$ cat src/rtl/core/sha1s_pkg.sv
// shared types, constants and round functions for the sha-1 stream hasher
package sha1s_pkg;

    localparam int unsigned QUEUE_DEPTH_DEF = 4;
    localparam int unsigned TDATA_W         = 40;
    localparam int unsigned ROUNDS          = 80;
    localparam logic [4:0]  DIGEST_BYTES_RST = 5'd20;
    localparam logic [4:0]  DIGEST_BYTES_MAX = 5'd20;
    localparam logic [3:0]  LEN_SLOT        = 4'd14;
    localparam logic [31:0] PAD_MARK        = 32'h8000_0000;

    localparam logic [4:0][31:0] H_INIT = {
        32'hC3D2E1F0, 32'h10325476, 32'h98BADCFE, 32'hEFCDAB89, 32'h67452301
    };

    typedef enum logic [3:0] {
        K_NONE   = 4'd0,
        K_DATA   = 4'd1,
        K_LDATA  = 4'd2,
        K_PART   = 4'd3,
        K_MARK   = 4'd4,
        K_ZERO   = 4'd5,
        K_LENHI  = 4'd6,
        K_LENLO  = 4'd7,
        K_DIGEST = 4'd8
    } t_kind;

    typedef enum logic [4:0] {
        S_IDLE  = 5'b00001,
        S_PUSH  = 5'b00010,
        S_ROUND = 5'b00100,
        S_ADD   = 5'b01000,
        S_OUT   = 5'b10000
    } t_state;

    typedef struct packed {
        logic [31:0] word;
        t_kind       kind;
        logic [5:0]  add_bits;
    } t_item;

    typedef struct packed {
        logic  valid;
        t_item item;
    } t_head;

    function automatic logic [31:0] round_k(input logic [6:0] t);
        logic [31:0] k;
        if (t < 7'd20) begin
            k = 32'h5A827999;
        end else if (t < 7'd40) begin
            k = 32'h6ED9EBA1;
        end else if (t < 7'd60) begin
            k = 32'h8F1BBCDC;
        end else begin
            k = 32'hCA62C1D6;
        end
        return k;
    endfunction

    function automatic logic [31:0] round_f(input logic [6:0] t, input logic [31:0] b,
                                            input logic [31:0] c, input logic [31:0] d);
        logic [31:0] f;
        if (t < 7'd20) begin
            f = (b & c) | (~b & d);
        end else if (t >= 7'd40 && t < 7'd60) begin
            f = (b & c) | (b & d) | (c & d);
        end else begin
            f = b ^ c ^ d;
        end
        return f;
    endfunction

endpackage

$ cat src/rtl/core/sha1s_front.sv
// input classification and item queue ahead of the compression engine
module sha1s_front import sha1s_pkg::*; #(
    parameter int unsigned QUEUE_DEPTH = QUEUE_DEPTH_DEF
) (
    input  logic               i_clk,
    input  logic               i_rst_n,
    input  logic               i_s_axis_tvalid,
    output logic               o_s_axis_tready,
    input  logic [TDATA_W-1:0] i_s_axis_tdata,   // data_word, word_bytes, zero fill
    input  logic               i_s_axis_tlast,
    input  logic               i_pop,
    output t_head              o_head
);

    localparam int unsigned PTR_W = (QUEUE_DEPTH > 1) ? $clog2(QUEUE_DEPTH) : 1;
    localparam int unsigned CNT_W = $clog2(QUEUE_DEPTH + 1);

    t_item            r_mem [QUEUE_DEPTH];
    logic [PTR_W-1:0] r_wr_ptr, n_wr_ptr;
    logic [PTR_W-1:0] r_rd_ptr, n_rd_ptr;
    logic [CNT_W-1:0] r_cnt, n_cnt;
    t_item            cls;
    logic [2:0]       nb;
    logic             wr_en, rd_en;

    // classify the incoming word
    always_comb begin
        nb           = (i_s_axis_tdata[34:32] > 3'd4) ? 3'd4 : i_s_axis_tdata[34:32];
        cls.word     = i_s_axis_tdata[31:0];
        cls.kind     = K_DATA;
        cls.add_bits = 6'd32;
        if (i_s_axis_tlast) begin
            cls.add_bits = {nb, 3'b000};
            case (nb)
                3'd0: begin
                    cls.kind = K_PART;
                    cls.word = PAD_MARK;
                end
                3'd1: begin
                    cls.kind = K_PART;
                    cls.word = {i_s_axis_tdata[31:24], 24'h800000};
                end
                3'd2: begin
                    cls.kind = K_PART;
                    cls.word = {i_s_axis_tdata[31:16], 16'h8000};
                end
                3'd3: begin
                    cls.kind = K_PART;
                    cls.word = {i_s_axis_tdata[31:8], 8'h80};
                end
                default: begin
                    cls.kind = K_LDATA;
                end
            endcase
        end
    end

    assign o_s_axis_tready = (r_cnt != CNT_W'(QUEUE_DEPTH));
    assign wr_en           = i_s_axis_tvalid && o_s_axis_tready;
    assign rd_en           = i_pop && o_head.valid;
    assign o_head.valid    = (r_cnt != '0);
    assign o_head.item     = r_mem[r_rd_ptr];

    always_comb begin
        n_wr_ptr = r_wr_ptr;
        n_rd_ptr = r_rd_ptr;
        n_cnt    = r_cnt;
        if (wr_en) begin
            n_wr_ptr = (r_wr_ptr == PTR_W'(QUEUE_DEPTH - 1)) ? '0 : r_wr_ptr + 1'b1;
        end
        if (rd_en) begin
            n_rd_ptr = (r_rd_ptr == PTR_W'(QUEUE_DEPTH - 1)) ? '0 : r_rd_ptr + 1'b1;
        end
        if (wr_en && !rd_en) begin
            n_cnt = r_cnt + 1'b1;
        end else if (rd_en && !wr_en) begin
            n_cnt = r_cnt - 1'b1;
        end
    end

    always_ff @(posedge i_clk) begin
        if (!i_rst_n) begin
            r_wr_ptr <= '0;
            r_rd_ptr <= '0;
            r_cnt    <= '0;
        end else begin
            r_wr_ptr <= n_wr_ptr;
            r_rd_ptr <= n_rd_ptr;
            r_cnt    <= n_cnt;
        end
    end

    always_ff @(posedge i_clk) begin
        if (wr_en) begin
            r_mem[r_wr_ptr] <= cls;
        end
    end

endmodule

$ cat src/rtl/core/sha1s_back.sv
// block loading, padding, 80-round compression and digest output
module sha1s_back import sha1s_pkg::*; (
    input  logic               i_clk,
    input  logic               i_rst_n,
    input  logic               i_cfg_wr_en,
    input  logic [4:0]         i_cfg_wr_data,
    input  t_head              i_head,
    output logic               o_pop,
    output logic               o_m_axis_tvalid,
    input  logic               i_m_axis_tready,
    output logic [TDATA_W-1:0] o_m_axis_tdata,   // digest_word, digest_valid_bytes, zero fill
    output logic               o_m_axis_tlast
);

    t_state            r_state, n_state;
    t_kind             r_kind, n_kind;
    logic [4:0][31:0]  r_chain, n_chain;
    logic [31:0]       r_a, r_b, r_c, r_d, r_e;
    logic [31:0]       n_a, n_b, n_c, n_d, n_e;
    logic [31:0]       r_w [16];
    logic [6:0]        r_round, n_round;
    logic [3:0]        r_fill, n_fill;
    logic [63:0]       r_bits, n_bits;
    logic [2:0]        r_k, n_k;
    logic [4:0]        r_dbytes;
    logic              r_ovalid, n_ovalid;
    logic [31:0]       r_oword, n_oword;
    logic [2:0]        r_ovb, n_ovb;
    logic              r_olast, n_olast;

    logic              push_en, do_disp, sh_en, lastw;
    t_kind             push_kind, nk, disp_kind;
    logic [31:0]       push_word, w_new, tmp, sh_in, mask;
    logic [3:0]        fill_n;
    logic [4:0]        dlen, rem;
    logic [2:0]        vb;

    assign w_new = {r_w[13][30:0] ^ r_w[8][30:0] ^ r_w[2][30:0] ^ r_w[0][30:0],
                    r_w[13][31] ^ r_w[8][31] ^ r_w[2][31] ^ r_w[0][31]};
    assign tmp   = {r_a[26:0], r_a[31:27]} + round_f(r_round, r_b, r_c, r_d)
                 + r_e + r_w[0] + round_k(r_round);
    assign fill_n = r_fill + 1'b1;

    always_comb begin
        dlen = r_dbytes;
        if (r_dbytes == 5'd0) begin
            dlen = 5'd1;
        end else if (r_dbytes > DIGEST_BYTES_MAX) begin
            dlen = DIGEST_BYTES_MAX;
        end
        rem   = dlen - {r_k, 2'b00};
        lastw = (rem <= 5'd4);
        vb    = lastw ? rem[2:0] : 3'd4;
        case (vb)
            3'd1:    mask = 32'hFF00_0000;
            3'd2:    mask = 32'hFFFF_0000;
            3'd3:    mask = 32'hFFFF_FF00;
            default: mask = 32'hFFFF_FFFF;
        endcase
    end

    always_comb begin
        n_state   = r_state;
        n_kind    = r_kind;
        n_chain   = r_chain;
        n_a       = r_a;
        n_b       = r_b;
        n_c       = r_c;
        n_d       = r_d;
        n_e       = r_e;
        n_round   = r_round;
        n_fill    = r_fill;
        n_bits    = r_bits;
        n_k       = r_k;
        n_ovalid  = r_ovalid && !i_m_axis_tready;
        n_oword   = r_oword;
        n_ovb     = r_ovb;
        n_olast   = r_olast;
        o_pop     = 1'b0;
        push_en   = 1'b0;
        push_kind = K_NONE;
        push_word = '0;
        do_disp   = 1'b0;
        disp_kind = K_NONE;
        nk        = K_NONE;

        case (r_state)
            S_IDLE: begin
                if (i_head.valid) begin
                    o_pop     = 1'b1;
                    push_en   = 1'b1;
                    push_kind = i_head.item.kind;
                    push_word = i_head.item.word;
                    n_bits    = r_bits + {58'd0, i_head.item.add_bits};
                end
            end
            S_PUSH: begin
                push_en   = 1'b1;
                push_kind = r_kind;
                case (r_kind)
                    K_MARK:  push_word = PAD_MARK;
                    K_LENHI: push_word = r_bits[63:32];
                    K_LENLO: push_word = r_bits[31:0];
                    default: push_word = '0;
                endcase
            end
            S_ROUND: begin
                n_e     = r_d;
                n_d     = r_c;
                n_c     = {r_b[1:0], r_b[31:2]};
                n_b     = r_a;
                n_a     = tmp;
                n_round = r_round + 1'b1;
                if (r_round == 7'(ROUNDS - 1)) begin
                    n_state = S_ADD;
                end
            end
            S_ADD: begin
                n_chain[0] = r_chain[0] + r_a;
                n_chain[1] = r_chain[1] + r_b;
                n_chain[2] = r_chain[2] + r_c;
                n_chain[3] = r_chain[3] + r_d;
                n_chain[4] = r_chain[4] + r_e;
                do_disp    = 1'b1;
                disp_kind  = r_kind;
            end
            S_OUT: begin
                if (!r_ovalid || i_m_axis_tready) begin
                    n_ovalid = 1'b1;
                    n_oword  = r_chain[r_k] & mask;
                    n_ovb    = vb;
                    n_olast  = lastw;
                    n_k      = r_k + 1'b1;
                    if (lastw) begin
                        n_chain = H_INIT;
                        n_fill  = '0;
                        n_bits  = '0;
                        n_state = S_IDLE;
                    end
                end
            end
            default: begin
                n_state = S_IDLE;
            end
        endcase

        if (push_en) begin
            case (push_kind)
                K_LDATA: nk = K_MARK;
                K_PART, K_MARK, K_ZERO: nk = (fill_n == LEN_SLOT) ? K_LENHI : K_ZERO;
                K_LENHI: nk = K_LENLO;
                K_LENLO: nk = K_DIGEST;
                default: nk = K_NONE;
            endcase
            n_fill = fill_n;
            if (fill_n == 4'd0) begin
                n_state = S_ROUND;
                n_kind  = nk;
                n_round = '0;
                n_a     = r_chain[0];
                n_b     = r_chain[1];
                n_c     = r_chain[2];
                n_d     = r_chain[3];
                n_e     = r_chain[4];
            end else begin
                do_disp   = 1'b1;
                disp_kind = nk;
            end
        end

        if (do_disp) begin
            case (disp_kind)
                K_NONE: begin
                    n_state = S_IDLE;
                end
                K_DIGEST: begin
                    n_state = S_OUT;
                    n_k     = '0;
                end
                default: begin
                    n_state = S_PUSH;
                    n_kind  = disp_kind;
                end
            endcase
        end
    end

    assign sh_en = push_en || (r_state == S_ROUND);
    assign sh_in = push_en ? push_word : w_new;

    // message schedule window, oldest word at index 0
    always_ff @(posedge i_clk) begin
        if (sh_en) begin
            for (int i = 0; i < 15; i++) begin
                r_w[i] <= r_w[i+1];
            end
            r_w[15] <= sh_in;
        end
    end

    always_ff @(posedge i_clk) begin
        if (!i_rst_n) begin
            r_state  <= S_IDLE;
            r_kind   <= K_NONE;
            r_chain  <= H_INIT;
            r_round  <= '0;
            r_fill   <= '0;
            r_bits   <= '0;
            r_k      <= '0;
            r_dbytes <= DIGEST_BYTES_RST;
            r_ovalid <= 1'b0;
        end else begin
            r_state  <= n_state;
            r_kind   <= n_kind;
            r_chain  <= n_chain;
            r_round  <= n_round;
            r_fill   <= n_fill;
            r_bits   <= n_bits;
            r_k      <= n_k;
            r_ovalid <= n_ovalid;
            if (i_cfg_wr_en) begin
                r_dbytes <= i_cfg_wr_data;
            end
        end
    end

    always_ff @(posedge i_clk) begin
        r_a     <= n_a;
        r_b     <= n_b;
        r_c     <= n_c;
        r_d     <= n_d;
        r_e     <= n_e;
        r_oword <= n_oword;
        r_ovb   <= n_ovb;
        r_olast <= n_olast;
    end

    assign o_m_axis_tvalid = r_ovalid;
    assign o_m_axis_tdata  = {5'd0, r_ovb, r_oword};
    assign o_m_axis_tlast  = r_olast;

endmodule

$ cat src/rtl/core/sha1_stream_hasher_top.sv
// sha-1 stream hasher top level
//
// slave stream: one message word per transaction, tdata[31:0] the word with its
// first byte in bits 31..24, tdata[34:32] the valid byte count, tlast on the final
// word of a message. only the final word may carry fewer than four bytes.
// master stream: one digest word per transaction (h0 first), tdata[31:0] the
// word with unused low bytes zeroed, tdata[34:32] its valid bytes, tlast on the
// final digest word. the digest is cut to the configured byte count, 1 to 20.
// words are queued in front of the compression engine; the engine loads one
// word per cycle while the queue holds one and takes none while the rounds of
// a full 16-word block run, then adds the result into the chaining hash.
// after the last word it pushes padding at one word per cycle outside those
// rounds and runs one or two compressions; after the final add the output state
// registers the digest, one word per cycle while the receiver takes them.
// a stalled receiver holds the digest in the output register and the engine
// waits; the queue keeps accepting words until full. reset clears the queue,
// the chaining hash, the length and sets the digest length to 20 bytes.
module sha1_stream_hasher_top import sha1s_pkg::*; #(
    parameter int unsigned QUEUE_DEPTH = QUEUE_DEPTH_DEF
) (
    input  logic               i_clk,
    input  logic               i_rst_n,
    input  logic               i_cfg_wr_en,
    input  logic [4:0]         i_cfg_wr_data,
    input  logic               i_s_axis_tvalid,
    output logic               o_s_axis_tready,
    input  logic [TDATA_W-1:0] i_s_axis_tdata,   // data_word, word_bytes, zero fill
    input  logic               i_s_axis_tlast,
    output logic               o_m_axis_tvalid,
    input  logic               i_m_axis_tready,
    output logic [TDATA_W-1:0] o_m_axis_tdata,   // digest_word, digest_valid_bytes, zero fill
    output logic               o_m_axis_tlast
);

    t_head head;
    logic  pop;

    sha1s_front #(
        .QUEUE_DEPTH (QUEUE_DEPTH)
    ) u_front (
        .i_clk           (i_clk),
        .i_rst_n         (i_rst_n),
        .i_s_axis_tvalid (i_s_axis_tvalid),
        .o_s_axis_tready (o_s_axis_tready),
        .i_s_axis_tdata  (i_s_axis_tdata),
        .i_s_axis_tlast  (i_s_axis_tlast),
        .i_pop           (pop),
        .o_head          (head)
    );

    sha1s_back u_back (
        .i_clk           (i_clk),
        .i_rst_n         (i_rst_n),
        .i_cfg_wr_en     (i_cfg_wr_en),
        .i_cfg_wr_data   (i_cfg_wr_data),
        .i_head          (head),
        .o_pop           (pop),
        .o_m_axis_tvalid (o_m_axis_tvalid),
        .i_m_axis_tready (i_m_axis_tready),
        .o_m_axis_tdata  (o_m_axis_tdata),
        .o_m_axis_tlast  (o_m_axis_tlast)
    );

endmodule

$ cat config.mk
export PLATFORM = sky130hd
export DESIGN_NAME = sha1_stream_hasher_top
export DESIGN_NICKNAME = d
export VERILOG_FILES = /design/src/rtl/core/sha1s_pkg.sv /design/src/rtl/core/sha1s_front.sv /design/src/rtl/core/sha1s_back.sv /design/src/rtl/core/sha1_stream_hasher_top.sv
export SDC_FILE = /design/constraint.sdc
export NUM_CORES = 2
export LEC_CHECK = 0
export ABC_CLOCK_PERIOD_IN_PS = 37400
export CORE_ASPECT_RATIO = 0.7
export CORE_MARGIN = 8
export CORE_UTILIZATION = 50
export DETAILED_ROUTE_END_ITERATION = 10
export DONT_BUFFER_PORTS = 1
export PLACE_DENSITY = 0.72
export SLEW_MARGIN = 20
export SYNTH_ARGS = -nofsm -noshare
export SYNTH_HDL_FRONTEND = slang
export SYNTH_SLANG_ARGS = --single-unit
$ cat constraint.sdc
create_clock -name i_clk -period 37.4 [get_ports i_clk]
set_input_delay 7.48 -clock i_clk [delete_from_list [all_inputs] [get_ports i_clk]]
set_output_delay 7.48 -clock i_clk [all_outputs]
set_load 0.01 [all_outputs]
==> metrics.md <==
| Metric | Value |
|---|---|
| Sequential share of the synthesized area | `54.2%` |
| Hold Path Depth | `0` |
| Final clock period utilization by the worst path | `27.6%` |
| Die Span Y | `291 µm` |
| Global-route total usage across every layer | `22.5%` |
| Initial DRC count | `4571` |
| Number of maximum-capacitance violations | `0` |
| Power Internal | `2760 µW` |
| Number of standard-cell rows in the floorplan | `101` |
| Final HPWL from detailed placement | `92500 µm` |
| Cell count after placement | `6083` |
| FF+latch count, synth | `1115` |
| Critical R2R Launch | `u_back.r_round[4]` |
| Post-detailed-route DRC marker count | `0` |
| Data required time of the worst path | `37.97 ns` |
| Sinks on the clock net | `1115` |
| Number of port buffers | `0` |
| Filler-free cell count of the finished design | `6279` |
| Final count of hold timing violations | `0` |
| Number of unique standard cell types used by synthesis | `91` |
| Minimum clock period after layout | `10.34 ns` |
| Boundary pin count | `94` |
| Post-synthesis to final-layout area growth | `9.21%` |
| Worst-path cell chain | `nand2b_1 > and4_2 > buf_4 > o211a_1 > nor2_2 > nor2_1 > nand2_1 > or4_4 > nor4_4 > nand3_1 > xor2_1 > nor2_1` |
| Cell type with the highest occurrence count on the critical path | `sky130_fd_sc_hd__nor2_1` |
| Avg WL per Cell | `22.1 µm` |
| Share of cells above drive strength 1 | `6.60%` |
| Total Negative Setup Slacks | `0 ns` |
| P_sw | `1170 µW` |
| Proportion of power drawn by flip-flops and latches | `50.7%` |
| Root buffer cell | `sky130_fd_sc_hd__clkbuf_16` |
| Maximum clock insertion buffer count | `3` |
| Initial Utilization | `50.1%` |
| Total number of yosys warnings | `0` |
| Final-layout worst hold slack | `0.408 ns` |
| Die area | `0.119 mm²` |
| Clk_skew | `0.0650 ns` |
| Upper clock frequency limit | `96.8 MHz` |
| Slew at the pin with the worst max-slew slack | `1.28 ns` |
| Endpoint class of the critical path | `flop` |
| Synth Cell Area | `0.0540 mm²` |
| DRT Pass-1 Iters | `7` |
| First-pass GRT wire length | `211000 µm` |
| Post-Place Setup Slack | `26.29 ns` |
| Share of total power in combinational logic | `21.4%` |
| Instance count of the mapped netlist | `4806` |
| Post-cts resize count | `0` |
| Setup repair after global routing missed its margin | `no` |
| Largest net degree at the start of global routing | `183` |
| Standard cell core area | `0.108 mm²` |
| Pins Over Slew Limit | `0` |
| Clk pin slew, worst setup/hold paths | `0.07 ns` |
| Number of vias in the routed layout | `37500` |
| Worst path slowest cell | `sky130_fd_sc_hd__or4_4` |
| Net switching share of the total power | `29.8%` |
| TritonCTS clock tree | `done` |
| Smallest setup slack after layout | `27.06 ns` |
| Final Wtd Congestion | `0.930` |
| Area share of the largest cell type after synthesis | `38.7%` |
| Static leakage | `0.0225 µW` |
| Top cells by area, synth | `sky130_fd_sc_hd__edfxtp_1 39%, sky130_fd_sc_hd__dfxtp_1 16%, sky130_fd_sc_hd__ha_1 5.4%` |
| Worst-case headroom to the max-slew limit | `12.4%` |
| NumNets Final | `5158` |
| Arrival time at the worst endpoint | `10.91 ns` |
| Cell type with the largest total area after synthesis | `sky130_fd_sc_hd__edfxtp_1` |
| Fraction of registers with async set or reset after synthesis | `0%` |
| Worst r2r dst | `u_back.r_a[31]` |
| Hold buffers post-CTS | `0` |
| Die width | `409 µm` |
| Remaining antenna violation count after routing | `0` |
| TritonCTS Buffers | `103` |
| Initial antenna violation count | `0` |
| Max incr delay on CP | `0.63 ns` |
| Classification of the worst-slack hold path | `reg -> reg` |
| Total setup violations reported at the end of the flow | `0` |
| Critical Path Source Type | `input pin` |
| Synthesized area per cell | `11.2 µm²` |
| Fill cell count | `8915` |
| Most frequent cells after synthesis | `696 x sky130_fd_sc_hd__edfxtp_1, 516 x sky130_fd_sc_hd__nor2_1, 509 x sky130_fd_sc_hd__nand2_1, 419 x sky130_fd_sc_hd__dfxtp_1, 256 x sky130_fd_sc_hd__a21oi_1` |
| Hold Path Origin | `u_back.r_w[1][46]` |
| Post-synth EDFFs | `696` |
| H-tree depth | `3` |
| Final Instance Area | `0.0590 mm²` |
| Clock share of power | `27.8%` |
| Highest net fanout along the worst path | `41` |
| Dominant cell by count in the synthesized netlist | `sky130_fd_sc_hd__edfxtp_1` |
| R2r worst-path depth | `26` |
| Clock latency of the later-clocked register in the worst-skew pair | `0.74 ns` |
| Power density cells | `66.6 mW/mm²` |
| Worst Hold End | `u_back.r_w[1][14]` |
| Average vias per placed instance | `5.97` |
| Setup Fix Bufs, Post-CTS | `0` |
| IR Drop Worst-Case VDD | `0.0000916 V` |
| Result of the run | `finished clean` |
| Routed WL | `139000 µm` |
| Number of global-route vias before repair | `35100` |
| Flip-flop cell with the highest count after synthesis | `sky130_fd_sc_hd__edfxtp_1` |
| Startpoint-to-endpoint class of the critical path | `in -> reg` |
| Register-to-register setup slack | `29.52 ns` |
| Overflow after GRT | `0` |
| Instance area after placement | `0.0555 mm²` |
-- metrics by stage --
stage | power [µW] | util [%]
after CTS | 3950 | 54.7
after floorplan | 2790 | -
after detailed placement | 2860 | 51.5
after global routing | 4110 | 54.7
after global placement | 2820 | 51.5
final | 3930 | 54.8
-- worst max-delay path: cells and delay by family --
family / cells / cell delay [ns]
compound gates: 1 / 0.47
xor+xnor: 1 / 0.15
buf+inv: 1 / 0.56
simple gates: 9 / 2.22
-- worst max-delay path by stage --
stage | from | to | slack [ns] | cells past startpoint
floorplan | u_back.r_state[4] | u_back.r_w[0][0] | 24.08 | 6
global placement | i_m_axis_tready | u_back.r_bits[58] | 26.35 | 12
detailed placement | i_m_axis_tready | u_back.r_bits[58] | 26.29 | 12
CTS | i_m_axis_tready | u_back.r_bits[58] | 27.06 | 12
global route | i_m_axis_tready | u_back.r_bits[60] | 26.80 | 12
finish | i_m_axis_tready | u_back.r_bits[58] | 27.06 | 12
-- power by group through the flow --
stage	clock [µW]	sequential [µW]	combinational, µW
floorplan	0	2180	604
global placement	0	2000	823
detailed placement	0	2020	840
CTS	1110	2000	848
global route	1150	2030	925
finish	1090	2000	843
-- layout make-up --
type | instances | area (µm²) | area share (%)
Multi-Input combinational cell | 3253 | 23200 | 39.3
Antenna cell | 2 | 5.00 | 0.00848
Clock buffer | 139 | 2810 | 4.77
Inverter | 234 | 880 | 1.49
Timing Repair Buffer | 39 | 343 | 0.581
Clock inverter | 55 | 693 | 1.17
Tap cell | 1442 | 1800 | 3.06
Sequential cell | 1115 | 29300 | 49.6
-- layer usage --
metal	routed length (µm)	part of all wire (%)	vias to the layer above	track usage, %
met5	0	0	-	0
met4	3300	2.4	0	5.70
met2	58100	42	1719	32.2
li1	-	-	17200	-
met3	13400	9.7	226	4.19
met1	63800	46	18300	35.0
-- sequential cells by signal (all words and copies together) (netlist names), 4 cells and up, named ones only --
signal           cells
u_back.r_w         512
u_back.r_chain     160
u_front.r_mem      148
u_back.r_bits       61
u_back.r_a          32
u_back.r_b          32
u_back.r_c          32
u_back.r_d          32
u_back.r_e          32
u_back.r_oword      32
u_back.r_round       7
u_back.r_dbytes      5
u_back.r_state       5
u_back.r_fill        4
u_back.r_kind        4
-- placed cells by master, fill, tap and decap left out, types with 65 or more instances in the layout --
master	instances
sky130_fd_sc_hd__dfxtp_1	416
sky130_fd_sc_hd__a31oi_1	154
sky130_fd_sc_hd__fa_1	127
sky130_fd_sc_hd__inv_1	232
sky130_fd_sc_hd__xnor2_1	192
sky130_fd_sc_hd__o21ai_0	183
sky130_fd_sc_hd__a21o_1	85
sky130_fd_sc_hd__edfxtp_1	696
sky130_fd_sc_hd__clkbuf_16	104
sky130_fd_sc_hd__nor2_1	512
sky130_fd_sc_hd__xor2_1	118
sky130_fd_sc_hd__nand2_1	502
sky130_fd_sc_hd__a22oi_1	76
sky130_fd_sc_hd__ha_1	234
sky130_fd_sc_hd__nor3_1	65
sky130_fd_sc_hd__nor2b_1	65
sky130_fd_sc_hd__a21oi_1	255
sky130_fd_sc_hd__nand3_1	93
sky130_fd_sc_hd__mux4_2	69
-- kinds of logic after synthesis --
kind of cell               share of synthesized area [%]
AOI/OAI and AO/OA                                   12.3
xor gates and xnor gates                            5.07
adders and majority gates                           10.2
buffers and inverters                               3.14
DFF                                                 54.2
muxes                                               3.25
other                                            0.00694
and+or+nand+nor                                     11.8
No activity file was read; power rests on OpenSTA's default activity.
